$ cat config.mk
export PLATFORM = sky130hd
export DESIGN_NAME = scsa_front
export DESIGN_NICKNAME = d
export VERILOG_FILES = /design/src/sparse_csc_scatter_add_defines.svh /design/src/scsa_pkg.sv /design/src/scsa_front.sv
export SDC_FILE = /design/constraint.sdc
export NUM_CORES = 1
export LEC_CHECK = 0
export BUFFER_PORTS_ARGS = -buffer_cell sky130_fd_sc_hd__buf_2
export CAP_MARGIN = 20
export CELL_PAD_IN_SITES_DETAIL_PLACEMENT = 1
export CELL_PAD_IN_SITES_GLOBAL_PLACEMENT = 1
export CORE_ASPECT_RATIO = 1.75
export CORE_MARGIN = 5
export CORE_UTILIZATION = 44
export CTS_CLUSTER_SIZE = 10
export DETAILED_ROUTE_END_ITERATION = 8
export HOLD_SLACK_MARGIN = 0.02
export PLACE_DENSITY = 0.87
export SYNTH_ARGS = -nofsm -noshare
export SYNTH_HDL_FRONTEND = slang
export SYNTH_SLANG_ARGS = --single-unit
$ cat constraint.sdc
create_clock -name clk -period 13.25 [get_ports clk]
set_input_delay 0.6625 -clock clk [delete_from_list [all_inputs] [get_ports clk]]
set_output_delay 0.6625 -clock clk [all_outputs]
set_load 0.01 [all_outputs]
$ cat src/sparse_csc_scatter_add_defines.svh
// Assertion macros for the CSC scatter-add block.
// Included by the top level; relies on signals named clk and rst at the point of use.
`ifndef SPARSE_CSC_SCATTER_ADD_DEFINES_SVH
`define SPARSE_CSC_SCATTER_ADD_DEFINES_SVH
`ifndef NO_ASSERTIONS
// Check that is switched off while reset is high.
`define SCSA_ASSERT(lbl, prop, msg) \
  lbl: assert property (@(posedge clk) disable iff (rst) prop) else $error(msg);
// Check that also holds during reset.
`define SCSA_ASSERT_ALWAYS(lbl, prop, msg) \
  lbl: assert property (@(posedge clk) prop) else $error(msg);
`else
`define SCSA_ASSERT(lbl, prop, msg)
`define SCSA_ASSERT_ALWAYS(lbl, prop, msg)
`endif
`endif

$ cat src/scsa_pkg.sv
// Shared types, sizes and codes of the CSC scatter-add block.
// No dependencies; every other RTL file but scsa_ram imports it.
`default_nettype none
package scsa_pkg;

  localparam int MAX_EQUATIONS = 4096;
  localparam int MAX_NONZEROS  = 65536;

  localparam int NZ_AW  = $clog2(MAX_NONZEROS);
  localparam int PTR_W  = $clog2(MAX_NONZEROS + 1);
  localparam int CS_AW  = $clog2(MAX_EQUATIONS + 1);
  localparam int ROW_W  = $clog2(MAX_EQUATIONS);

  localparam int KIND_W = 3;
  localparam int ADDR_W = 17;
  localparam int WORD_W = 17;
  localparam int NUM_W  = 16;
  localparam int DBL_W  = 64;
  localparam int SLOT_W = 16;
  localparam int CFG_W  = 13;

  localparam logic [KIND_W-1:0] KIND_LOAD_START = 3'd0;
  localparam logic [KIND_W-1:0] KIND_LOAD_ROW   = 3'd1;
  localparam logic [KIND_W-1:0] KIND_CLEAR      = 3'd2;
  localparam logic [KIND_W-1:0] KIND_ADD        = 3'd3;
  localparam logic [KIND_W-1:0] KIND_READ       = 3'd4;

  localparam logic [DBL_W-1:0] DBL_ONE     = 64'h3FF0_0000_0000_0000;
  localparam logic [DBL_W-1:0] DBL_NEG_ONE = 64'hBFF0_0000_0000_0000;

  typedef struct packed {
    logic [KIND_W-1:0]       kind;
    logic [ADDR_W-1:0]       address;
    logic [WORD_W-1:0]       table_word;
    logic signed [NUM_W-1:0] row_number;
    logic signed [NUM_W-1:0] column_number;
    logic [DBL_W-1:0]        entry_value;
    logic [DBL_W-1:0]        scale_factor;
  } scsa_in_t;

  typedef struct packed {
    logic              found;
    logic [SLOT_W-1:0] slot;
    logic [DBL_W-1:0]  read_value;
  } scsa_out_t;

  typedef enum logic [2:0] {
    OP_NOP, OP_LOAD_START, OP_LOAD_ROW, OP_CLEAR, OP_ADD, OP_READ
  } op_t;

  typedef enum logic [1:0] {
    FM_MAC, FM_ADD, FM_SUB
  } fmode_t;

  typedef struct packed {
    op_t               op;
    logic [ADDR_W-1:0] addr;
    logic [WORD_W-1:0] word;
    logic [ROW_W-1:0]  row;
    logic [ROW_W-1:0]  col;
    fmode_t            mode;
    logic [DBL_W-1:0]  value;
    logic [DBL_W-1:0]  factor;
  } cmd_t;

  // Queue head seen by the back end.
  typedef struct packed {
    logic valid;
    cmd_t cmd;
  } fe_head_t;

  // Status returned by the back end.
  typedef struct packed {
    logic pop;
    logic init_busy;
  } bk_stat_t;

  typedef struct packed {
    logic             start;
    fmode_t           mode;
    logic [DBL_W-1:0] stored;
    logic [DBL_W-1:0] entry;
    logic [DBL_W-1:0] factor;
  } fpu_req_t;

  typedef struct packed {
    logic             done;
    logic [DBL_W-1:0] result;
  } fpu_rsp_t;

  typedef enum logic [3:0] {
    B_IDLE, B_EXEC, B_CLEAR, B_CS0, B_CS1, B_SRCH, B_SCMP, B_FIN, B_FCMP,
    B_VWAIT, B_FPU, B_RDWAIT, B_DONE
  } bk_state_t;

  typedef enum logic [3:0] {
    F_IDLE, F_MSPEC, F_MUL, F_NORM, F_SHR, F_PACK, F_AUNP, F_ASUM, F_DONE
  } fpu_state_t;

endpackage
`default_nettype wire

$ cat src/scsa_front.sv
// Front end: configuration register, item classification and a two-entry queue.
// Depends on scsa_pkg.
`default_nettype none
module scsa_front (
  input  wire logic                     clk,
  input  wire logic                     rst,
  input  wire logic                     in_valid,
  output logic                          in_ready,
  input  wire scsa_pkg::scsa_in_t       in_data,
  input  wire logic                     cfg_valid,
  output logic                          cfg_ready,
  input  wire logic [scsa_pkg::CFG_W-1:0] cfg_data,
  input  wire scsa_pkg::bk_stat_t       stat,
  output scsa_pkg::fe_head_t            head
);
  import scsa_pkg::*;

  localparam int QDEPTH = 2;
  localparam int QAW    = $clog2(QDEPTH);

  logic [CFG_W-1:0] equation_count;
  logic [CFG_W-1:0] limit;
  cmd_t             q [QDEPTH];
  logic [QAW-1:0]   wr_ptr, rd_ptr;
  logic [QAW:0]     cnt;
  cmd_t             cls;
  logic             push, row_ok, col_ok, fact_zero;

  assign cfg_ready = 1'b1;

  // Equation count register.
  always_ff @(posedge clk) begin
    if (rst) begin
      equation_count <= '0;
    end else if (cfg_valid) begin
      equation_count <= cfg_data;
    end
  end

  // Decode one request into a command for the back end.
  always_comb begin
    limit     = (equation_count > CFG_W'(MAX_EQUATIONS)) ? CFG_W'(MAX_EQUATIONS)
                                                         : equation_count;
    row_ok    = !in_data.row_number[NUM_W-1]
                && ({1'b0, in_data.row_number[NUM_W-2:0]} < NUM_W'(limit));
    col_ok    = !in_data.column_number[NUM_W-1]
                && ({1'b0, in_data.column_number[NUM_W-2:0]} < NUM_W'(limit));
    fact_zero = (in_data.scale_factor[DBL_W-2:0] == '0);
    cls.addr   = in_data.address;
    cls.word   = in_data.table_word;
    cls.row    = ROW_W'(in_data.row_number);
    cls.col    = ROW_W'(in_data.column_number);
    cls.value  = in_data.entry_value;
    cls.factor = in_data.scale_factor;
    if (in_data.scale_factor == DBL_ONE) begin
      cls.mode = FM_ADD;
    end else if (in_data.scale_factor == DBL_NEG_ONE) begin
      cls.mode = FM_SUB;
    end else begin
      cls.mode = FM_MAC;
    end
    case (in_data.kind)
      KIND_LOAD_START:
        cls.op = (in_data.address <= ADDR_W'(MAX_EQUATIONS)) ? OP_LOAD_START : OP_NOP;
      KIND_LOAD_ROW:
        cls.op = (in_data.address < ADDR_W'(MAX_NONZEROS)) ? OP_LOAD_ROW : OP_NOP;
      KIND_CLEAR:
        cls.op = OP_CLEAR;
      KIND_ADD:
        cls.op = (row_ok && col_ok && !fact_zero) ? OP_ADD : OP_NOP;
      KIND_READ:
        cls.op = (in_data.address < ADDR_W'(MAX_NONZEROS)) ? OP_READ : OP_NOP;
      default:
        cls.op = OP_NOP;
    endcase
  end

  // Queue between front and back.
  assign in_ready   = (cnt != (QAW+1)'(QDEPTH)) && !stat.init_busy;
  assign push       = in_valid && in_ready;
  assign head.valid = (cnt != '0);
  assign head.cmd   = q[rd_ptr];

  always_ff @(posedge clk) begin
    if (push) begin
      q[wr_ptr] <= cls;
    end
  end

  always_ff @(posedge clk) begin
    if (rst) begin
      wr_ptr <= '0;
      rd_ptr <= '0;
      cnt    <= '0;
    end else begin
      if (push) begin
        wr_ptr <= wr_ptr + 1'b1;
      end
      if (stat.pop) begin
        rd_ptr <= rd_ptr + 1'b1;
      end
      cnt <= cnt + (QAW+1)'(push) - (QAW+1)'(stat.pop);
    end
  end

endmodule
`default_nettype wire

======== After elaboration in Yosys (flattened, before gate mapping) ========
Memory sizes are Yosys's and may differ from the RTL's. A register that Yosys moved wholly into a read port is not among the register bits.
Index checks and enable logic that the tools add are counted.
storage, ports and cells
  word-level logic and storage cells ...... 46
  output and inout port bits .............. 194
  memories ................................ 1
  bits in registers ....................... 17
  input bits .............................. 216
  bits in writable memories ............... 382
memory list
  name  words  width  read ports  clocked after Yosys merged registers in  wr ports  line              text
  q     2      191    1           1                                        1         scsa_front.sv:23  cmd_t q [QDEPTH];
operators by class
  add/subtract/negate cells ............... 4
  multiplexer cells ....................... 12
  eq/ne operators ......................... 7
  magnitude comparators ................... 5
  reductions and logical operators ........ 13
operators by type and width
  operator                                                                             count
  64-bit by 62-bit == test with 1-bit output (second input constant)                   1
  64-bit == test (second input constant)                                               1
  63-bit zero test                                                                     1
  15-bit by 13-bit less-than comparator with 1-bit output                              2
  17-bit by 13-bit less-or-equal comparator with 1-bit output (second input constant)  1
  17-bit less-than comparator (second input constant)                                  1
  3-bit case mux with 5 select lines                                                   1
  13-bit > comparator (second input constant)                                          1
  13-bit two-way mux                                                                   1
  3-bit by 2-bit == test with 1-bit output (second input constant)                     2
  1-bit logical AND                                                                    6
  2-bit two-way mux                                                                    3
  3-bit two-way mux                                                                    2
  1-bit two-way mux                                                                    5
  1-bit zero test                                                                      4
  3-bit by 1-bit == test with 1-bit output (second input constant)                     1
  3-bit == test (second input constant)                                                1
  3-bit zero test                                                                      1
  1-bit adder (second input constant)                                                  2
  2-bit by 1-bit adder with 2-bit output                                               1
  2-bit inequality test (second input constant)                                        1
  2-bit nonzero test                                                                   1
  2-bit by 1-bit subtractor with 2-bit output                                          1

======== Depth between registers and ports, before layout ========
  word-level depth ........................ 8
  gate-level depth with buffers ........... 9
  depth with buffers taken out ............ 9

======== Worst setup path before layout ========
No wires, ideal clock.
  path type ............................... input -> register
  start ................................... input port stat[0] (netlist bit)
  end ..................................... memory q[0][0] (netlist bit), enable pin
  cell stages on the path ................. 3
  data required time ...................... 12.504 ns
  setup time .............................. 0.746 ns
  setup slack ............................. 3.476 ns
  data arrival time ....................... 9.028 ns
  buffers on the path ..................... 0
  path through ............................ a21oi_1 nand2_1 nor2_1
on the way
  cells in the longest elaborated chain, start to end .. 5
RTL lines
  element                                  line              text
  start: declaration                       scsa_front.sv:13  input wire scsa_pkg::bk_stat_t stat,
  1-bit zero test                          scsa_front.sv:79  assign in_ready = (cnt != (QAW+1)'(QDEPTH)) && !stat.init_busy;
  1-bit logical AND                        scsa_front.sv:79
  1-bit logical AND                        scsa_front.sv:80  assign push = in_valid && in_ready;
  1-bit two-way mux                        scsa_front.sv:85  if (push) begin
  1-bit two-way mux (implied by the code)  scsa_front.sv:86  q[wr_ptr] <= cls;
  end: declaration                         scsa_front.sv:23
No other way between the ends.

==> impl_metrics.json <==
{
  "crit_path_end_kind": "primary output",
  "path_cells": "buf_4 -> mux2_2 -> buf_2",
  "endpoint": "head[40]",
  "placed_area_sq_um": 17800,
  "cts_buffer_depth": 3,
  "ir_worst_vdd_v": 0.0000979,
  "p_seq_frac": 0.510,
  "drive_gt1_frac": 0.533,
  "grt_pass1_vias": 10200,
  "io_buffers": 408,
  "fin_skew_ns": 0.0104,
  "viasPerCell": 5.16,
  "tns_ns": 0,
  "routed_wl_mm": 41.9,
  "leakage_uw": 0.00705,
  "p_sw_uw": 678,
  "yosysTopAreaCell": "edfxtp_1",
  "rsz0062_at_grt": "no",
  "reg2regPathDepth": 6,
  "grt_max_degree": 76,
  "cts-root-buf": "clkbuf_16",
  "hold_class": "in -> reg",
  "reg2reg_to": "q[0][70]",
  "yosys-top-cells-area": "edfxtp_1 75%, mux2_2 14%, dfxtp_1 2.4%, ha_1 2.1%, mux2i_1 0.85%",
  "cp_num_cells": 3,
  "cts_tree": "done",
  "ys_ff_latch": 400,
  "fmax_mhz": 263,
  "wl_per_cell_um": 24.6,
  "critical_path_arrival_ns": 3.14,
  "ff2ff_setup_slack_ns": 10.38,
  "slew_violations": 0,
  "ctsHoldBuffers": 0,
  "drcViolationCount": 0,
  "ys_seq_area_frac": 0.777,
  "area_delta_synth_final_pct": 25.2,
  "antenna_found_initial": 9,
  "synth.distinct_cells": 37,
  "cts_sinks": 400,
  "critPathMaxStageDelay_ns": 0.95,
  "crit_buf_inv": 2,
  "synthFlopType": "edfxtp_1",
  "start_kind": "flop",
  "synthCells": 784,
  "setup_viol_count_final": 0,
  "switching_share": 0.231,
  "hold_viol_final": 0,
  "synth_edf_count": 382,
  "tightest_slew_ns": 1.07,
  "rows": 90,
  "r2r-start": "cnt[0]",
  "fin_area_sq_um": 19100,
  "dr.pass1.iters": 4,
  "clkPwrFrac": 0.374,
  "cts_buffers": 45,
  "fin_crit_sh": 0.287,
  "relSlewSlack": 0.288,
  "io-pin-count": 410,
  "cts_resized": 0,
  "p_per_area_nw_per_um2": 154,
  "nNetsFinal": 1461,
  "die_w_um": 151,
  "p_int_uw": 2250,
  "num_vias": 8788,
  "grt_pass1_wl_mm": 61.1,
  "initial_core_util": 0.443,
  "synth.most_common_cell": "edfxtp_1",
  "dieArea_sq_um": 38600,
  "ys_warn_count": 0,
  "drtIter0Drc": 392,
  "worstSetupPathType": "reg -> out",
  "die_height_um": 256,
  "core_sq_um": 34300,
  "postSynthNetCount": 1026,
  "layout_min_cycle_time_ns": 3.80,
  "p_comb_frac": 0.116,
  "postSynth.asyncResetShare": 0,
  "maxCapViolCount": 0,
  "worst_skew_pair.late_latency_ns": 0.54,
  "overflow": 0,
  "gp_congestion": 0.818,
  "syn_area_sq_um": 15200,
  "fillCellCount": 3290,
  "grt_usage": 0.212,
  "htree_levels": 2,
  "status": "completed",
  "critPathTopFamily": "buffers and inverters",
  "clkTransAtPathRegs_ns": 0.06,
  "cts_setup_buffers": 0,
  "hpwl_mm": 30.4,
  "synth_common_cells": "382 x edfxtp_1, 191 x mux2_2, 26 x ha_1",
  "yosysTopAreaCellShare": 0.753,
  "postSynthAreaPerCell_sq_um": 19.4,
  "crit_fanout": 75,
  "slowest_stage": "dfxtp_4",
  "cp_data_required_time_ns": 12.59,
  "postRouteAntennaNets": 0
}
metal layers:
metal / wire (um) / vias to the layer above / track usage / part of all wire
met5: 30 / - / 0 / 0.00072
met3: 2900 / 77 / 0.0542 / 0.069
li1: - / 3977 / - / -
met4: 1470 / 4 / 0.0883 / 0.035
met1: 12800 / 4421 / 0.194 / 0.31
met2: 24700 / 309 / 0.423 / 0.59
worst min path at each step:
stage / start / endpoint / slack (ns) / cells after the start
2_1_floorplan: equation_count[10] / equation_count[10] / 0.46 / 2
3_3_place_gp: equation_count[5] / equation_count[5] / 0.47 / 2
3_5_place_dp: equation_count[8] / equation_count[8] / 0.49 / 2
4_1_cts: in_data[172] / q[1][166] / 0.28 / 1
5_1_grt: in_data[125] / q[0][125] / 0.28 / 1
6_report: in_data[168] / q[0][162] / 0.31 / 1
sequential cells by signal, summed over array words and instances (netlist names), named ones only:
| signal | flops |
|---|---|
| cnt | 2 |
| equation_count | 13 |
| q | 382 |
| rd_ptr | 1 |
| wr_ptr | 1 |
power groups by stage:
| stage | logic, uW | clock network (uW) | registers [uW] |
|---|---|---|---|
| 3_3_place_gp | 328 | 0 | 1510 |
| 3_5_place_dp | 343 | 0 | 1520 |
| 6_report | 339 | 1100 | 1500 |
| 4_1_cts | 346 | 1120 | 1500 |
| 2_1_floorplan | 185 | 0 | 1520 |
| 5_1_grt | 365 | 1180 | 1500 |
cell usage in the layout (no fill, tap or decap), drive strengths merged:
cell	count
a2111oi	1
nor4	18
o21bai	1
mux2i	13
inv	5
edfxtp	382
a21oi	10
nor3	4
nand2b	2
conb	1
nor2	24
ha	26
mux2	191
dfxtp	18
nor2b	1
o22ai	1
nand3	2
a21o	1
or2	1
nor4b	1
nor4bb	1
and3	1
xnor2	2
diode	7
o21ai	10
a31oi	1
clkbuf	63
a22oi	1
nand4	10
a211oi	2
buf	415
nand2	19
xor2	2
and4	2
or4	3
a311oi	1
area by class of cell:
| class | count | area (sq um) | area share |
|---|---|---|---|
| Sequential cell | 400 | 11800 | 0.621 |
| Multi-Input combinational cell | 353 | 3290 | 0.172 |
| Timing Repair Buffer | 415 | 2090 | 0.110 |
| Clock buffer | 63 | 1240 | 0.0648 |
| Tap cell | 460 | 576 | 0.0302 |
| Antenna cell | 7 | 17.5 | 0.000919 |
| Inverter | 4 | 15.0 | 0.000787 |
| Clock inverter | 1 | 8.76 | 0.000459 |
logic make-up (layout without fill, tap and decap cells):
logic type,after synthesis,in the layout,share of synthesized area
xor+xnor,4,4,0.00230
flops,400,400,0.777
simple gates,89,89,0.0304
mux,204,204,0.150
compound gates,29,29,0.0110
other cells,1,8,0.000246
fa+ha+maj,26,26,0.0214
buf+inv,31,483,0.00789
per-stage QoR:
stage                      util  total power [uW]  instances  hold WS [ns]  setup slack, ns
after floorplan               -              1710        784         0.461             3.48
after global placement    0.519              1840       1632         0.473            10.03
after detailed placement  0.519              1860       1632         0.491            10.02
after CTS                 0.555              2970       1696         0.279             9.43
after global routing      0.555              3040       1702         0.281             9.32
final                     0.555              2930       1703         0.314             9.45
(Power assumes the default switching activity.)
